**config.mk**
```make
export PLATFORM = sky130hd
export DESIGN_NAME = fixed_block_bitmap_allocator
export DESIGN_NICKNAME = d
export VERILOG_FILES = /design/src/hdl/fbba_pkg.sv /design/src/hdl/fbba_ctrl.sv /design/src/hdl/fbba_datapath.sv /design/src/hdl/fixed_block_bitmap_allocator.sv
export SDC_FILE = /design/constraint.sdc
export NUM_CORES = 1
export LEC_CHECK = 0
export ABC_AREA = 1
export BUFFER_PORTS_ARGS = -buffer_cell sky130_fd_sc_hd__buf_2
export CAP_MARGIN = 20
export CORE_UTILIZATION = 40
export CTS_CLUSTER_DIAMETER = 120
export DETAILED_ROUTE_END_ITERATION = 8
export PLACE_DENSITY_LB_ADDON = 0.1
export SETUP_SLACK_MARGIN = 0.3
export SYNTH_ARGS = -nofsm -noshare
export SYNTH_HDL_FRONTEND = slang
export SYNTH_SLANG_ARGS = --single-unit
```
**constraint.sdc**
```tcl
create_clock -name aclk -period 8.9 [get_ports aclk]
set_clock_uncertainty 0.15 [all_clocks]
set_input_delay 2.67 -clock aclk [delete_from_list [all_inputs] [get_ports aclk]]
set_output_delay 2.67 -clock aclk [all_outputs]
set_load 0.005 [all_outputs]
```
**src/hdl/fbba_pkg.sv**
```systemverilog
package fbba_pkg;

    // Result status codes.
    localparam logic [1:0] STAT_ALLOCATED = 2'd0;
    localparam logic [1:0] STAT_FULL      = 2'd1;
    localparam logic [1:0] STAT_FREED     = 2'd2;
    localparam logic [1:0] STAT_BAD_FREE  = 2'd3;

    // Request function codes.
    localparam logic FUNC_ALLOC = 1'b0;
    localparam logic FUNC_FREE  = 1'b1;

    typedef struct packed {
        logic        func;
        logic [31:0] block_address;
    } in_t;

    typedef struct packed {
        logic [1:0]  status;
        logic [31:0] granted_address;
        logic [8:0]  occupied_count;
    } out_t;

    // Commands from the controller to the datapath.
    typedef struct packed {
        logic load;
        logic decide;
        logic rmw;
        logic scan;
        logic finish;
    } cmd_t;

    // Status from the datapath to the controller.
    typedef struct packed {
        logic need_rmw;
        logic need_scan;
        logic scan_done;
    } stat_t;

endpackage

```
**src/hdl/fbba_ctrl.sv**
```systemverilog
module fbba_ctrl (
    input  logic            aclk,
    input  logic            aresetn,
    input  logic            s_valid,
    output logic            s_ready,
    output logic            m_valid,
    input  logic            m_ready,
    output fbba_pkg::cmd_t  cmd,
    input  fbba_pkg::stat_t stat
);

    typedef enum logic [4:0] {
        ST_IDLE   = 5'b00001,
        ST_DECIDE = 5'b00010,
        ST_RMW    = 5'b00100,
        ST_SCAN   = 5'b01000,
        ST_DONE   = 5'b10000
    } state_t;

    state_t state_reg, state_next;
    logic   m_valid_reg, m_valid_next;
    logic   slot_free;

    assign slot_free = !m_valid_reg || m_ready;
    assign s_ready   = (state_reg == ST_IDLE);
    assign m_valid   = m_valid_reg;

    always_comb begin
        state_next = state_reg;
        cmd        = '0;
        case (state_reg)
            ST_IDLE: begin
                if (s_valid) begin
                    cmd.load   = 1'b1;
                    state_next = ST_DECIDE;
                end
            end
            ST_DECIDE: begin
                cmd.decide = 1'b1;
                state_next = stat.need_rmw ? ST_RMW : ST_DONE;
            end
            ST_RMW: begin
                cmd.rmw    = 1'b1;
                state_next = stat.need_scan ? ST_SCAN : ST_DONE;
            end
            ST_SCAN: begin
                cmd.scan = 1'b1;
                if (stat.scan_done) begin
                    state_next = ST_DONE;
                end
            end
            ST_DONE: begin
                if (slot_free) begin
                    cmd.finish = 1'b1;
                    state_next = ST_IDLE;
                end
            end
            default: begin
                state_next = ST_IDLE;
            end
        endcase
    end

    always_comb begin
        if (cmd.finish) begin
            m_valid_next = 1'b1;
        end else if (m_ready) begin
            m_valid_next = 1'b0;
        end else begin
            m_valid_next = m_valid_reg;
        end
    end

    always_ff @(posedge aclk) begin
        if (!aresetn) begin
            state_reg   <= ST_IDLE;
            m_valid_reg <= 1'b0;
        end else begin
            state_reg   <= state_next;
            m_valid_reg <= m_valid_next;
        end
    end

endmodule

```
**src/hdl/fbba_datapath.sv**
```systemverilog
module fbba_datapath #(
    parameter int BLOCK_COUNT     = 256,
    parameter int BLOCK_SIZE_LOG2 = 6,
    parameter int BITMAP_WORDS    = 8
) (
    input  logic            aclk,
    input  logic            aresetn,
    input  logic            cfg_wr_en,
    input  logic [31:0]     cfg_wr_data,
    input  fbba_pkg::in_t   s_data,
    output fbba_pkg::out_t  m_data,
    input  fbba_pkg::cmd_t  cmd,
    output fbba_pkg::stat_t stat
);

    localparam int IDX_W   = $clog2(BLOCK_COUNT + 1);
    localparam int WIDX_W  = IDX_W - 5;
    localparam int WADDR_W = (BITMAP_WORDS > 1) ? $clog2(BITMAP_WORDS) : 1;
    localparam logic [IDX_W-1:0] BC_VAL   = IDX_W'(BLOCK_COUNT);
    localparam logic [IDX_W:0]   BC_VAL_X = (IDX_W + 1)'(BLOCK_COUNT);

    typedef enum logic [1:0] {
        KIND_BUMP   = 2'd0,
        KIND_REUSE  = 2'd1,
        KIND_FREE   = 2'd2,
        KIND_REJECT = 2'd3
    } kind_t;

    // Control state, cleared by reset.
    logic [IDX_W-1:0]        bump_reg, bump_next;
    logic [IDX_W-1:0]        total_reg, total_next;
    logic [IDX_W-1:0]        lfi_reg, lfi_next;
    logic [31:0]             base_reg;
    logic [BITMAP_WORDS-1:0] word_valid_reg;

    // Per-transaction payload.
    fbba_pkg::in_t      in_reg;
    kind_t              kind_reg, kind_next;
    logic [IDX_W-1:0]   idx_reg, idx_next;
    logic               in_bm_reg, in_bm_next;
    logic [31:0]        grant_reg, grant_next;
    logic [1:0]         res_status_reg, res_status_next;
    logic [31:0]        mod_word_reg, mod_word_next;
    logic [WIDX_W-1:0]  scan_w_reg, scan_w_next;
    logic               scan_first_reg, scan_first_next;
    fbba_pkg::out_t     out_reg;

    // Bitmap memory.
    logic [31:0]        bitmap_mem [BITMAP_WORDS];
    logic [31:0]        rd_data_reg;
    logic               rd_valid_reg;
    logic               rd_en, mem_we;
    logic [WADDR_W-1:0] rd_addr, wr_addr;
    logic [31:0]        wr_data;

    // Decide stage.
    kind_t             kind_d;
    logic [IDX_W-1:0]  idx_d;
    logic [WIDX_W-1:0] word_d;
    logic              in_bm_d;
    logic [1:0]        rej_status;
    logic [31:0]       off_d, idx_full_d, grant_d;

    // Read-modify-write stage.
    logic [31:0]       word_val, bit_mask;
    logic [IDX_W-1:0]  total_inc, total_dec;
    logic              free_ok, need_scan;

    // Scan stage.
    logic [31:0]       scan_src, scan_masked, low_mask;
    logic [4:0]        pos;
    logic              found, scan_continue;
    logic [IDX_W-1:0]  cand, lfi_scan;
    logic [WIDX_W:0]   wn;
    logic [IDX_W:0]    cand_n;

    always_comb begin
        off_d      = in_reg.block_address - base_reg;
        idx_full_d = off_d >> BLOCK_SIZE_LOG2;
        kind_d     = KIND_REJECT;
        idx_d      = '0;
        rej_status = fbba_pkg::STAT_FULL;
        if (in_reg.func == fbba_pkg::FUNC_ALLOC) begin
            if (bump_reg < BC_VAL) begin
                kind_d = KIND_BUMP;
                idx_d  = bump_reg;
            end else if (total_reg < BC_VAL && lfi_reg < BC_VAL) begin
                kind_d = KIND_REUSE;
                idx_d  = lfi_reg;
            end
        end else begin
            rej_status = fbba_pkg::STAT_BAD_FREE;
            if (idx_full_d < 32'(BLOCK_COUNT)) begin
                kind_d = KIND_FREE;
                idx_d  = IDX_W'(idx_full_d);
            end
        end
        word_d  = idx_d[IDX_W-1:5];
        in_bm_d = 32'(word_d) < 32'(BITMAP_WORDS);
        grant_d = base_reg + (32'(idx_d) << BLOCK_SIZE_LOG2);
    end

    // Blocks past the end of the bitmap always read as free.
    assign word_val  = (in_bm_reg && rd_valid_reg) ? rd_data_reg : 32'd0;
    assign bit_mask  = 32'd1 << idx_reg[4:0];
    assign total_inc = total_reg + IDX_W'(1);
    assign total_dec = total_reg - IDX_W'(1);
    assign free_ok   = ((word_val & bit_mask) != 32'd0) && (total_reg != '0);
    assign need_scan = (kind_reg == KIND_REUSE) && (total_inc < BC_VAL);

    // The first scanned word is the one just modified; later words come from memory.
    always_comb begin
        low_mask    = bit_mask - 32'd1;
        scan_src    = scan_first_reg ? mod_word_reg : (rd_valid_reg ? rd_data_reg : 32'd0);
        scan_masked = scan_first_reg ? (scan_src | low_mask) : scan_src;
        found       = !(&scan_masked);
        pos         = '0;
        for (int i = 31; i >= 0; i--) begin
            if (!scan_masked[i]) begin
                pos = 5'(i);
            end
        end
        cand   = {scan_w_reg, pos};
        wn     = {1'b0, scan_w_reg} + (WIDX_W + 1)'(1);
        cand_n = {wn, 5'd0};
        scan_continue = !found && (cand_n < BC_VAL_X) && (32'(wn) < 32'(BITMAP_WORDS));
        if (found) begin
            lfi_scan = (cand < BC_VAL) ? cand : BC_VAL;
        end else if (cand_n >= BC_VAL_X) begin
            lfi_scan = BC_VAL;
        end else begin
            lfi_scan = IDX_W'(cand_n);
        end
    end

    assign stat.need_rmw  = (kind_d != KIND_REJECT);
    assign stat.need_scan = need_scan;
    assign stat.scan_done = !scan_continue;

    always_comb begin
        rd_en   = 1'b0;
        rd_addr = WADDR_W'(word_d);
        if (cmd.decide) begin
            rd_en = in_bm_d;
        end else if (cmd.scan) begin
            rd_en   = scan_continue;
            rd_addr = WADDR_W'(wn);
        end
    end

    assign wr_addr = WADDR_W'(idx_reg[IDX_W-1:5]);
    assign wr_data = (kind_reg == KIND_FREE) ? (word_val & ~bit_mask) : (word_val | bit_mask);
    assign mem_we  = cmd.rmw && in_bm_reg &&
                     ((kind_reg == KIND_BUMP) || (kind_reg == KIND_REUSE) ||
                      ((kind_reg == KIND_FREE) && free_ok));

    always_comb begin
        bump_next       = bump_reg;
        total_next      = total_reg;
        lfi_next        = lfi_reg;
        kind_next       = kind_reg;
        idx_next        = idx_reg;
        in_bm_next      = in_bm_reg;
        grant_next      = grant_reg;
        res_status_next = res_status_reg;
        mod_word_next   = mod_word_reg;
        scan_w_next     = scan_w_reg;
        scan_first_next = scan_first_reg;
        if (cmd.decide) begin
            kind_next  = kind_d;
            idx_next   = idx_d;
            in_bm_next = in_bm_d;
            if (kind_d == KIND_REJECT) begin
                res_status_next = rej_status;
                grant_next      = 32'd0;
            end else if (kind_d == KIND_FREE) begin
                res_status_next = fbba_pkg::STAT_FREED;
                grant_next      = 32'd0;
            end else begin
                res_status_next = fbba_pkg::STAT_ALLOCATED;
                grant_next      = grant_d;
            end
        end
        if (cmd.rmw) begin
            // A block with no bitmap bit stays free, so its word scans as all free.
            mod_word_next   = in_bm_reg ? (word_val | bit_mask) : 32'd0;
            scan_w_next     = idx_reg[IDX_W-1:5];
            scan_first_next = 1'b1;
            case (kind_reg)
                KIND_BUMP: begin
                    bump_next  = bump_reg + IDX_W'(1);
                    total_next = total_inc;
                end
                KIND_REUSE: begin
                    total_next = total_inc;
                    if (!need_scan) begin
                        lfi_next = BC_VAL;
                    end
                end
                KIND_FREE: begin
                    if (free_ok) begin
                        total_next = total_dec;
                        if (total_dec == '0) begin
                            bump_next = '0;
                            lfi_next  = BC_VAL;
                        end else if (lfi_reg > idx_reg) begin
                            lfi_next = idx_reg;
                        end
                    end else begin
                        res_status_next = fbba_pkg::STAT_BAD_FREE;
                    end
                end
                default: begin
                end
            endcase
        end
        if (cmd.scan) begin
            scan_first_next = 1'b0;
            if (scan_continue) begin
                scan_w_next = WIDX_W'(wn);
            end else begin
                lfi_next = lfi_scan;
            end
        end
    end

    always_ff @(posedge aclk) begin
        if (!aresetn) begin
            bump_reg       <= '0;
            total_reg      <= '0;
            lfi_reg        <= BC_VAL;
            base_reg       <= 32'd0;
            word_valid_reg <= '0;
        end else begin
            bump_reg  <= bump_next;
            total_reg <= total_next;
            lfi_reg   <= lfi_next;
            if (cfg_wr_en) begin
                base_reg <= cfg_wr_data;
            end
            if (mem_we) begin
                word_valid_reg[wr_addr] <= 1'b1;
            end
        end
    end

    always_ff @(posedge aclk) begin
        if (mem_we) begin
            bitmap_mem[wr_addr] <= wr_data;
        end
        if (rd_en) begin
            rd_data_reg  <= bitmap_mem[rd_addr];
            rd_valid_reg <= word_valid_reg[rd_addr];
        end
    end

    always_ff @(posedge aclk) begin
        if (cmd.load) begin
            in_reg <= s_data;
        end
        kind_reg       <= kind_next;
        idx_reg        <= idx_next;
        in_bm_reg      <= in_bm_next;
        grant_reg      <= grant_next;
        res_status_reg <= res_status_next;
        mod_word_reg   <= mod_word_next;
        scan_w_reg     <= scan_w_next;
        scan_first_reg <= scan_first_next;
        if (cmd.finish) begin
            out_reg.status          <= res_status_reg;
            out_reg.granted_address <= grant_reg;
            out_reg.occupied_count  <= 9'(total_reg);
        end
    end

    assign m_data = out_reg;

endmodule

```
**src/hdl/fixed_block_bitmap_allocator.sv**
```systemverilog
// Sequence: a full or out-of-range request passes the decide and done states; an allocation
// or free also passes the read-modify-write state, and an allocation that reuses a freed
// block then scans the bitmap memory for the next free one unless the allocator is now full.
// One transaction at a time: a new one is taken once the last result is registered, and a
// result is registered only once the output holds no earlier result that is not yet taken.
// The bitmap scan reads one word per cycle.
// Reset: synchronous active-low aresetn empties the allocator and clears base_address.
module fixed_block_bitmap_allocator #(
    parameter int BLOCK_COUNT     = 256,
    parameter int BLOCK_SIZE_LOG2 = 6,
    parameter int BITMAP_WORDS    = 8
) (
    input  logic           aclk,
    input  logic           aresetn,
    input  logic           cfg_wr_en,
    input  logic [31:0]    cfg_wr_data,
    input  logic           s_valid,
    output logic           s_ready,
    input  fbba_pkg::in_t  s_data,
    output logic           m_valid,
    input  logic           m_ready,
    output fbba_pkg::out_t m_data
);

    fbba_pkg::cmd_t  cmd;
    fbba_pkg::stat_t stat;

    fbba_ctrl u_ctrl (
        .aclk    (aclk),
        .aresetn (aresetn),
        .s_valid (s_valid),
        .s_ready (s_ready),
        .m_valid (m_valid),
        .m_ready (m_ready),
        .cmd     (cmd),
        .stat    (stat)
    );

    fbba_datapath #(
        .BLOCK_COUNT     (BLOCK_COUNT),
        .BLOCK_SIZE_LOG2 (BLOCK_SIZE_LOG2),
        .BITMAP_WORDS    (BITMAP_WORDS)
    ) u_datapath (
        .aclk        (aclk),
        .aresetn     (aresetn),
        .cfg_wr_en   (cfg_wr_en),
        .cfg_wr_data (cfg_wr_data),
        .s_data      (s_data),
        .m_data      (m_data),
        .cmd         (cmd),
        .stat        (stat)
    );

    // Only one transaction is in flight, so acceptance closes the input side.
    a_single_in_flight: assert property (@(posedge aclk) disable iff (!aresetn)
        s_valid && s_ready |=> !s_ready)
        else $error("input accepted while a transaction was in flight");

    // A result never appears in the cycle right after acceptance.
    a_min_latency: assert property (@(posedge aclk) disable iff (!aresetn)
        s_valid && s_ready |=> !$rose(m_valid))
        else $error("result produced too early");

    // Only a successful allocation carries an address.
    a_grant_zero: assert property (@(posedge aclk) disable iff (!aresetn)
        m_valid && (m_data.status != fbba_pkg::STAT_ALLOCATED) |->
        (m_data.granted_address == 32'd0))
        else $error("nonzero address on a result that is not an allocation");

endmodule
```
==> results of run 1 <==
per-stage QoR:
stage	hold slack, ns	instances
6_report	0.2694	3649
5_1_grt	0.2728	3649
4_1_cts	0.2691	3645
3_5_place_dp	0.2545	3541
3_3_place_gp	0.2533	3541
2_1_floorplan	0.2503	2656
cells in the mapped netlist (11+ instances only):
cell type  number  share of area, %
a211oi_1       11              0.33
ha_1           57               2.8
buf_4          12              0.36
o21ai_0       155               3.1
edfxtp_1      441                53
nand3b_1       36               1.1
xnor2_1        15              0.52
inv_1         330               4.9
dfxtp_1        80               6.4
a21oi_1       205               4.1
clkbuf_1       53              0.79
nor2_1        322               4.8
xor2_1         27              0.94
nand3_1        94               1.9
a31oi_1        12              0.30
nor4_1         14              0.35
nor3_1         42              0.84
o21ai_1        62               1.2
nand2_1       513               7.7
o21a_1         15              0.45
nand4_1        21              0.52
buf_2          21              0.42
kinds of logic (layout without fill, tap and decap cells):
| family | after synthesis | in the layout |
|---|---|---|
| simple gates | 1073 | 1073 |
| flops | 521 | 521 |
| buf+inv | 434 | 590 |
| fa+ha+maj | 58 | 58 |
| compound gates | 525 | 525 |
| other cells | 2 | 3 |
| xor+xnor | 42 | 42 |
worst max path at each step:
stage                              start                           to  slack (ns)
detailed placement  u_datapath.in_reg[2]     u_datapath.grant_reg[30]        1.42
floorplan            u_ctrl.state_reg[0]  u_datapath.bitmap_mem[0][0]        1.89
finish              u_datapath.in_reg[6]     u_datapath.grant_reg[30]        1.24
CTS                 u_datapath.in_reg[2]     u_datapath.grant_reg[30]        1.38
global placement    u_datapath.in_reg[2]     u_datapath.grant_reg[30]        1.57
global route        u_datapath.in_reg[2]     u_datapath.grant_reg[30]        0.44
power groups by stage:
stage	clock network, W	logic (W)	registers [W]
6_report	0.00247	0.000501	0.00271
5_1_grt	0.00261	0.000562	0.00271
4_1_cts	0.00253	0.000497	0.00271
3_5_place_dp	0	0.000494	0.00276
3_3_place_gp	0	0.000491	0.00276
2_1_floorplan	0	0.000363	0.00275
layout by cell type, fill, tap and decap left out, types with 5 or more instances in the layout:
cell       synthesis  routed
or2_2              7       7
dfxtp_1           80      80
nor4_1            14      11
a31oi_1           12      12
o21ai_0          155     155
o21ai_1           62      61
o211ai_1           9       9
nor3b_1            6       6
a21oi_2            5       5
nor3_1            42      39
a211oi_1          11      11
clkinv_1           4      12
nand2_1          513     512
nand4_1           21      21
buf_2             21     114
a22oi_1            8       8
nor3_2             2       5
nand3b_1          36      36
clkbuf_1          53      13
nor2_1           322     317
xor2_1            27      27
a21oi_1          205     205
edfxtp_1         441     441
inv_2              4       6
o21a_1            15      15
nor2_2             5       5
inv_1            330     328
clkinv_2           0      10
o22ai_1           10      10
clkbuf_16          0      58
buf_4             12      28
nand2_2            4       5
xnor2_1           15      15
nand3_1           94      94
bufinv_16          0      10
ha_1              57      57
nor2_4             0       5
worst max-delay path: cells and delay by family, from the launching register on:
kind            cells  cell delay [ns]
compound gates     13             2.37
xor+xnor            1             0.18
fa+ha+maj           3             0.94
buf+inv            10             0.76
flops               1             0.37
simple gates       20             2.71
per-layer routing:
| metal | vias to the layer above | share of wire, % |
|---|---|---|
| li1 | 9218 | - |
| met1 | 8989 | 46 |
| met2 | 472 | 46 |
| met3 | 111 | 5.1 |
| met4 | 0 | 2.6 |
| met5 | - | 0 |
layout make-up:
type / count / share of cell area [%]
multi-input combinational: 1701 / 30.25
inverter: 338 / 4.431
sequential: 521 / 51.85
clock buffer: 72 / 5.288
clock inverter: 32 / 1.468
tap: 837 / 3.658
timing repair buffer: 148 / 3.059
==> flow_summary.json, run 1 <==
{
  "status": "finished, final reports clean",
  "first_global_vias": 17860,
  "vias": 18790,
  "timing.setup.critical_path_class": "flip-flop to flip-flop",
  "static-leakage-power_nw": 11.35,
  "power_frac_clock_pct": 43.5,
  "clock_sink_total": 521,
  "cpMaxStageDelayCell": "edfxtp_1",
  "worst_slew_pin_slew_ns": 1.039,
  "finalSetupViolations": 0,
  "p_per_area_nw_per_um2": 198.2,
  "die_w_um": 252.6,
  "place_ws_ns": 1.422,
  "fp.coreArea_um2": 61940,
  "fin_crit_sh_pct": 86.06,
  "number_of_flip_flops_under_the_largest_register_name": 256,
  "synth_xor_xnor_area_share_pct": 1.464,
  "switching_share_pct": 23.67,
  "drtAntennaViolNets": 0,
  "ff2ff_path_depth": 47,
  "multi_input_comb_area_um2": 8660,
  "holdCritPathClass": "flip-flop to flip-flop",
  "global_route.peak_usage_layer": "met2",
  "fill_cells": 5887,
  "worst_hold_startpoint": "u_datapath.grant_reg[21]",
  "synth_area_per_cell_um2": 9.464,
  "placement.io_buffers": 114,
  "worst_path_largest_cell_delay_ns": 0.37,
  "synth_top_family_by_area": "simple AND/OR/NAND/NOR gates",
  "maximum_fanout_encountered_on_the_critical_timing_path": 6,
  "clockRootBuffer": "clkbuf_16",
  "worst_ir_drop_vdd_v": 0.0001342,
  "net-switching-power_w": 0.001343,
  "maximum_number_of_pins_on_one_net_before_global_route_repair": 111,
  "vias_per_cell": 5.149,
  "synth.distinct_cells": 60,
  "yosys_warnings": 0,
  "power.total_w": 0.005674,
  "ys_async_sr_fraction_pct": 0,
  "synth_seq_cells": 521,
  "detailed_place_hpwl_um": 44900,
  "pwr-share-comb_pct": 8.8,
  "ff2ff_setup_slack_ns": 1.24,
  "pwr-share-seq_pct": 47.7,
  "ctsResizeCount": 0,
  "area_delta_synth_final_pct": 13.94,
  "timing.hold.worst_endpoint": "u_datapath.m_data[30]",
  "worst_r2r_start": "u_datapath.in_reg[6]",
  "hold_buffers": 0,
  "final.setup.worst_slack_ns": 1.241,
  "drv.max_cap_violation_count": 0,
  "routed_wire_length_per_instance_um": 18.97,
  "remaining_drc_errors": 0,
  "power_report.internal_total_w": 0.004331,
  "fmax_mhz": 130.6,
  "floorplan.initialDensity_pct": 40.57,
  "totalWireLength_um": 69210,
  "use_met2_pct": 34.37,
  "num-nets-final": 2894,
  "first_iter_violations": 1309,
  "placedInstanceArea_um2": 26640,
  "post-route-cell-area_um2": 28630,
  "final_max_slew_viol_count": 0,
  "clkLatencyLatePin_ns": 0.63,
  "diodes": 0,
  "grt_pass1_wl_um": 104900,
  "ioPinCount": 115,
  "floorplan.die_area_um2": 63830,
  "synth-simple-area-share_pct": 18.02,
  "setup_buffers_after_cts": 0,
  "timing.max_slew.rel_slack_pct": 29.98,
  "hold_path_depth": 0,
  "min_period_ns": 7.659,
  "total_cts_buffers": 56,
  "timing.final.hold_violations": 0,
  "met1_resource_use_gr_pct": 29.86,
  "synth_edf_count": 441,
  "die_h_um": 252.6,
  "gate_count_after_technology_mapping": 2655,
  "timing.critical_path.required_ns": 9.21,
  "cts_tree": "yes",
  "seq_area_um2": 14840,
  "yosysSeqAreaShare_pct": 59.07,
  "firstDrtPassIters": 6,
  "grt-ovfl-total": 0,
  "r2r_endpoint": "u_datapath.grant_reg[30]",
  "proportion_of_synthesized_area_in_mux_cells_pct": 0,
  "initial_antenna_violation_count": 1,
  "worst_setup_path_start_kind": "flip-flop",
  "place.gp.congestion": 0.9359,
  "cts_max_level": 2,
  "clk_path_buf_depth": 3,
  "cp_data_arrival_time_ns": 7.97,
  "rows": 91,
  "fraction_of_final_layout_cells_sized_beyond_drive_strength_1_pct": 9.993,
  "grt_use_total_pct": 21.44,
  "grt.met3_usage_pct": 3.120,
  "setup_total_negative_slack_ns": 0,
  "synthFlopType": "edfxtp_1",
  "syn-cell-area_um2": 25130,
  "final_util_pct": 46.22,
  "synth_adder_area_share_pct": 2.918,
  "unrepaired_setup_endpoints_after_global_routing": "false",
  "share_of_the_synthesized_area_in_compound_gates_ao_oa_aoi_oai_pct": 11.61,
  "critPathCaptureType": "flip-flop",
  "clock_transition_at_the_register_clock_pins_on_the_worst_setup_and_hold_paths_after_cts_ns": 0.06
}
No activity file was read; power rests on OpenSTA's default activity.
==> run 2, diff against run 1 <==
--- a/config.mk
+++ b/config.mk
@@ -6,7 +6,7 @@
 export NUM_CORES = 1
 export LEC_CHECK = 0
 export ABC_AREA = 1
-export BUFFER_PORTS_ARGS = -buffer_cell sky130_fd_sc_hd__buf_2
+export BUFFER_PORTS_ARGS = -buffer_cell sky130_fd_sc_hd__clkbuf_2
 export CAP_MARGIN = 20
 export CORE_UTILIZATION = 40
 export CTS_CLUSTER_DIAMETER = 120
==> run 2 against run 1 <==
Compared with the run above: fmax grew 0.97%; final cell count hardly changed; combinational power barely moved; worst setup slack better by 0.073 ns; first-iteration DRC count grew 14%; critical path depth increased by 1; cell area is 0.66% lower; power decreased by 3.9%; via count is essentially flat.
==> flow_summary.json, run 2 (synthesis results as in run 1) <==
{
  "status": "finished, final reports clean",
  "grt_use_total_pct": 21.74,
  "worst_ir_drop_vdd_v": 0.0001289,
  "ioPinCount": 115,
  "die_w_um": 252.6,
  "cp_common_cell": "inv_1",
  "maximum_number_of_pins_on_one_net_before_global_route_repair": 132,
  "timing.critical_path.required_ns": 9.21,
  "fmax_mhz": 131.8,
  "timing.max_slew.rel_slack_pct": 33.49,
  "cts_tree": "yes",
  "unrepaired_setup_endpoints_after_global_routing": "false",
  "place.gp.congestion": 0.9474,
  "cts_max_level": 2,
  "num-nets-final": 2896,
  "dpl.cell_count": 3544,
  "holdCritPathClass": "flip-flop to flip-flop",
  "total_cts_buffers": 56,
  "clk_path_buf_depth": 3,
  "grt-ovfl-total": 0,
  "worst_path_largest_cell_delay_ns": 0.39,
  "timing.setup.critical_path_class": "flip-flop to flip-flop",
  "clockRootBuffer": "clkbuf_16",
  "first_global_vias": 17990,
  "drtAntennaViolNets": 0,
  "floorplan.die_area_um2": 63830,
  "critPathCaptureType": "flip-flop",
  "vias": 18790,
  "worst_slew_pin_slew_ns": 0.9872,
  "first_iter_violations": 1496,
  "worst_setup_path_start_kind": "flip-flop",
  "floorplan.initialDensity_pct": 40.57,
  "commonest_cells_after_routing_fill_and_taps_aside": "nand2_1, edfxtp_1, inv_1",
  "cpMaxStageDelayCell": "edfxtp_1",
  "setup_buffers_after_cts": 0,
  "clock_sink_total": 521,
  "vias_per_cell": 5.147,
  "routed_wire_length_per_instance_um": 19.22,
  "timing.final.hold_violations": 0,
  "finish.cell_count_without_fillers": 3650,
  "number_of_flip_flops_under_the_largest_register_name": 256,
  "placement.io_buffers": 114,
  "mostFrequentLayoutCell": "nand2_1",
  "firstDrtPassIters": 7,
  "clkLatencyLatePin_ns": 0.63,
  "final_max_slew_viol_count": 0,
  "die_h_um": 252.6,
  "fp.coreArea_um2": 61940,
  "area_delta_synth_final_pct": 13.19,
  "ctsResizeCount": 0,
  "totalWireLength_um": 70160,
  "p_per_area_nw_per_um2": 191.7,
  "fill_cells": 5983,
  "hold-worst-slack_ns": 0.2673,
  "clock_transition_at_the_register_clock_pins_on_the_worst_setup_and_hold_paths_after_cts_ns": 0.06,
  "cp_data_arrival_time_ns": 7.90,
  "fin_crit_sh_pct": 85.24,
  "finalSetupViolations": 0,
  "remaining_drc_errors": 0,
  "diodes": 0,
  "maximum_fanout_encountered_on_the_critical_timing_path": 6,
  "grt_pass1_wl_um": 105900,
  "static-leakage-power_nw": 11.28,
  "min_period_ns": 7.586,
  "drv.max_cap_violation_count": 0,
  "setup_total_negative_slack_ns": 0,
  "initial_antenna_violation_count": 0,
  "hold_buffers": 0,
  "fraction_of_final_layout_cells_sized_beyond_drive_strength_1_pct": 9.740,
  "rows": 91,
  "detailed_place_hpwl_um": 45670
}
run 2: changes by cell type in the layout (fill, tap and decap cells not counted), sizes merged:
cell      change
bufinv        -8
inv           -1
clkinvlp      -1
buf         -111
clkinv        -3
clkbuf      +125
run 2: layout make-up:
cell class              instances  area [um^2]  share of cell area [%]
multi-input cells            1701         8662                   30.45
clock buffers                  84         1599                   5.622
flip-flops and latches        521        14840                   52.19
well taps                     837         1047                   3.682
inverters                     338         1269                   4.461
clock inverters                19        147.6                  0.5191
repair buffers                150        873.3                   3.071
run 2: critical path, delay by kind of cell, from the launching register on:
family	cells	cell delay, ns
xor gates and xnor gates	1	0.19
buffers and inverters	10	0.75
adders and majority gates	3	0.91
DFF	1	0.39
and+or+nand+nor	22	2.96
AOI/OAI and AO/OA	12	2.06
run 2: power by group:
part	internal [W]	total, W	switching (W)	leakage, nW
clock network	0.00129	0.00224	0.000953	0.848
registers	0.00268	0.00271	0.0000256	4.69
logic	0.000164	0.000502	0.000338	5.74
total	0.00413	0.00545	0.00132	11.3
run 2: final timing paths:
kind,startpoint,endpoint,slack (ns),cells after the start
max,u_datapath.in_reg[4],u_datapath.grant_reg[30],1.31,48
min,u_datapath.grant_reg[22],u_datapath.m_data[31],0.27,0
max reg2reg,u_datapath.in_reg[4],u_datapath.grant_reg[30],1.31,48
min reg2reg,u_datapath.grant_reg[22],u_datapath.m_data[31],0.27,0
run 2: through the flow:
stage | util (%) | power, W | cell area [um^2] | worst slack (ns)
2_1_floorplan | - | 0.003111 | 25140 | 1.886
3_3_place_gp | 43.01 | 0.003251 | 26640 | 1.548
3_5_place_dp | 43.01 | 0.003254 | 26640 | 1.422
4_1_cts | 45.83 | 0.005502 | 28390 | 1.353
5_1_grt | 45.92 | 0.005652 | 28440 | 0.4959
6_report | 45.92 | 0.005452 | 28440 | 1.314
run 2: routing by layer:
| metal | track usage [%] | vias to the layer above | wire, um |
|---|---|---|---|
| met2 | 34.58 | 449 | 32190 |
| met5 | 0 | - | 0 |
| li1 | - | 9223 | - |
| met1 | 30.50 | 8989 | 32430 |
| met4 | 6.511 | 0 | 1785 |
| met3 | 3.429 | 126 | 3763 |
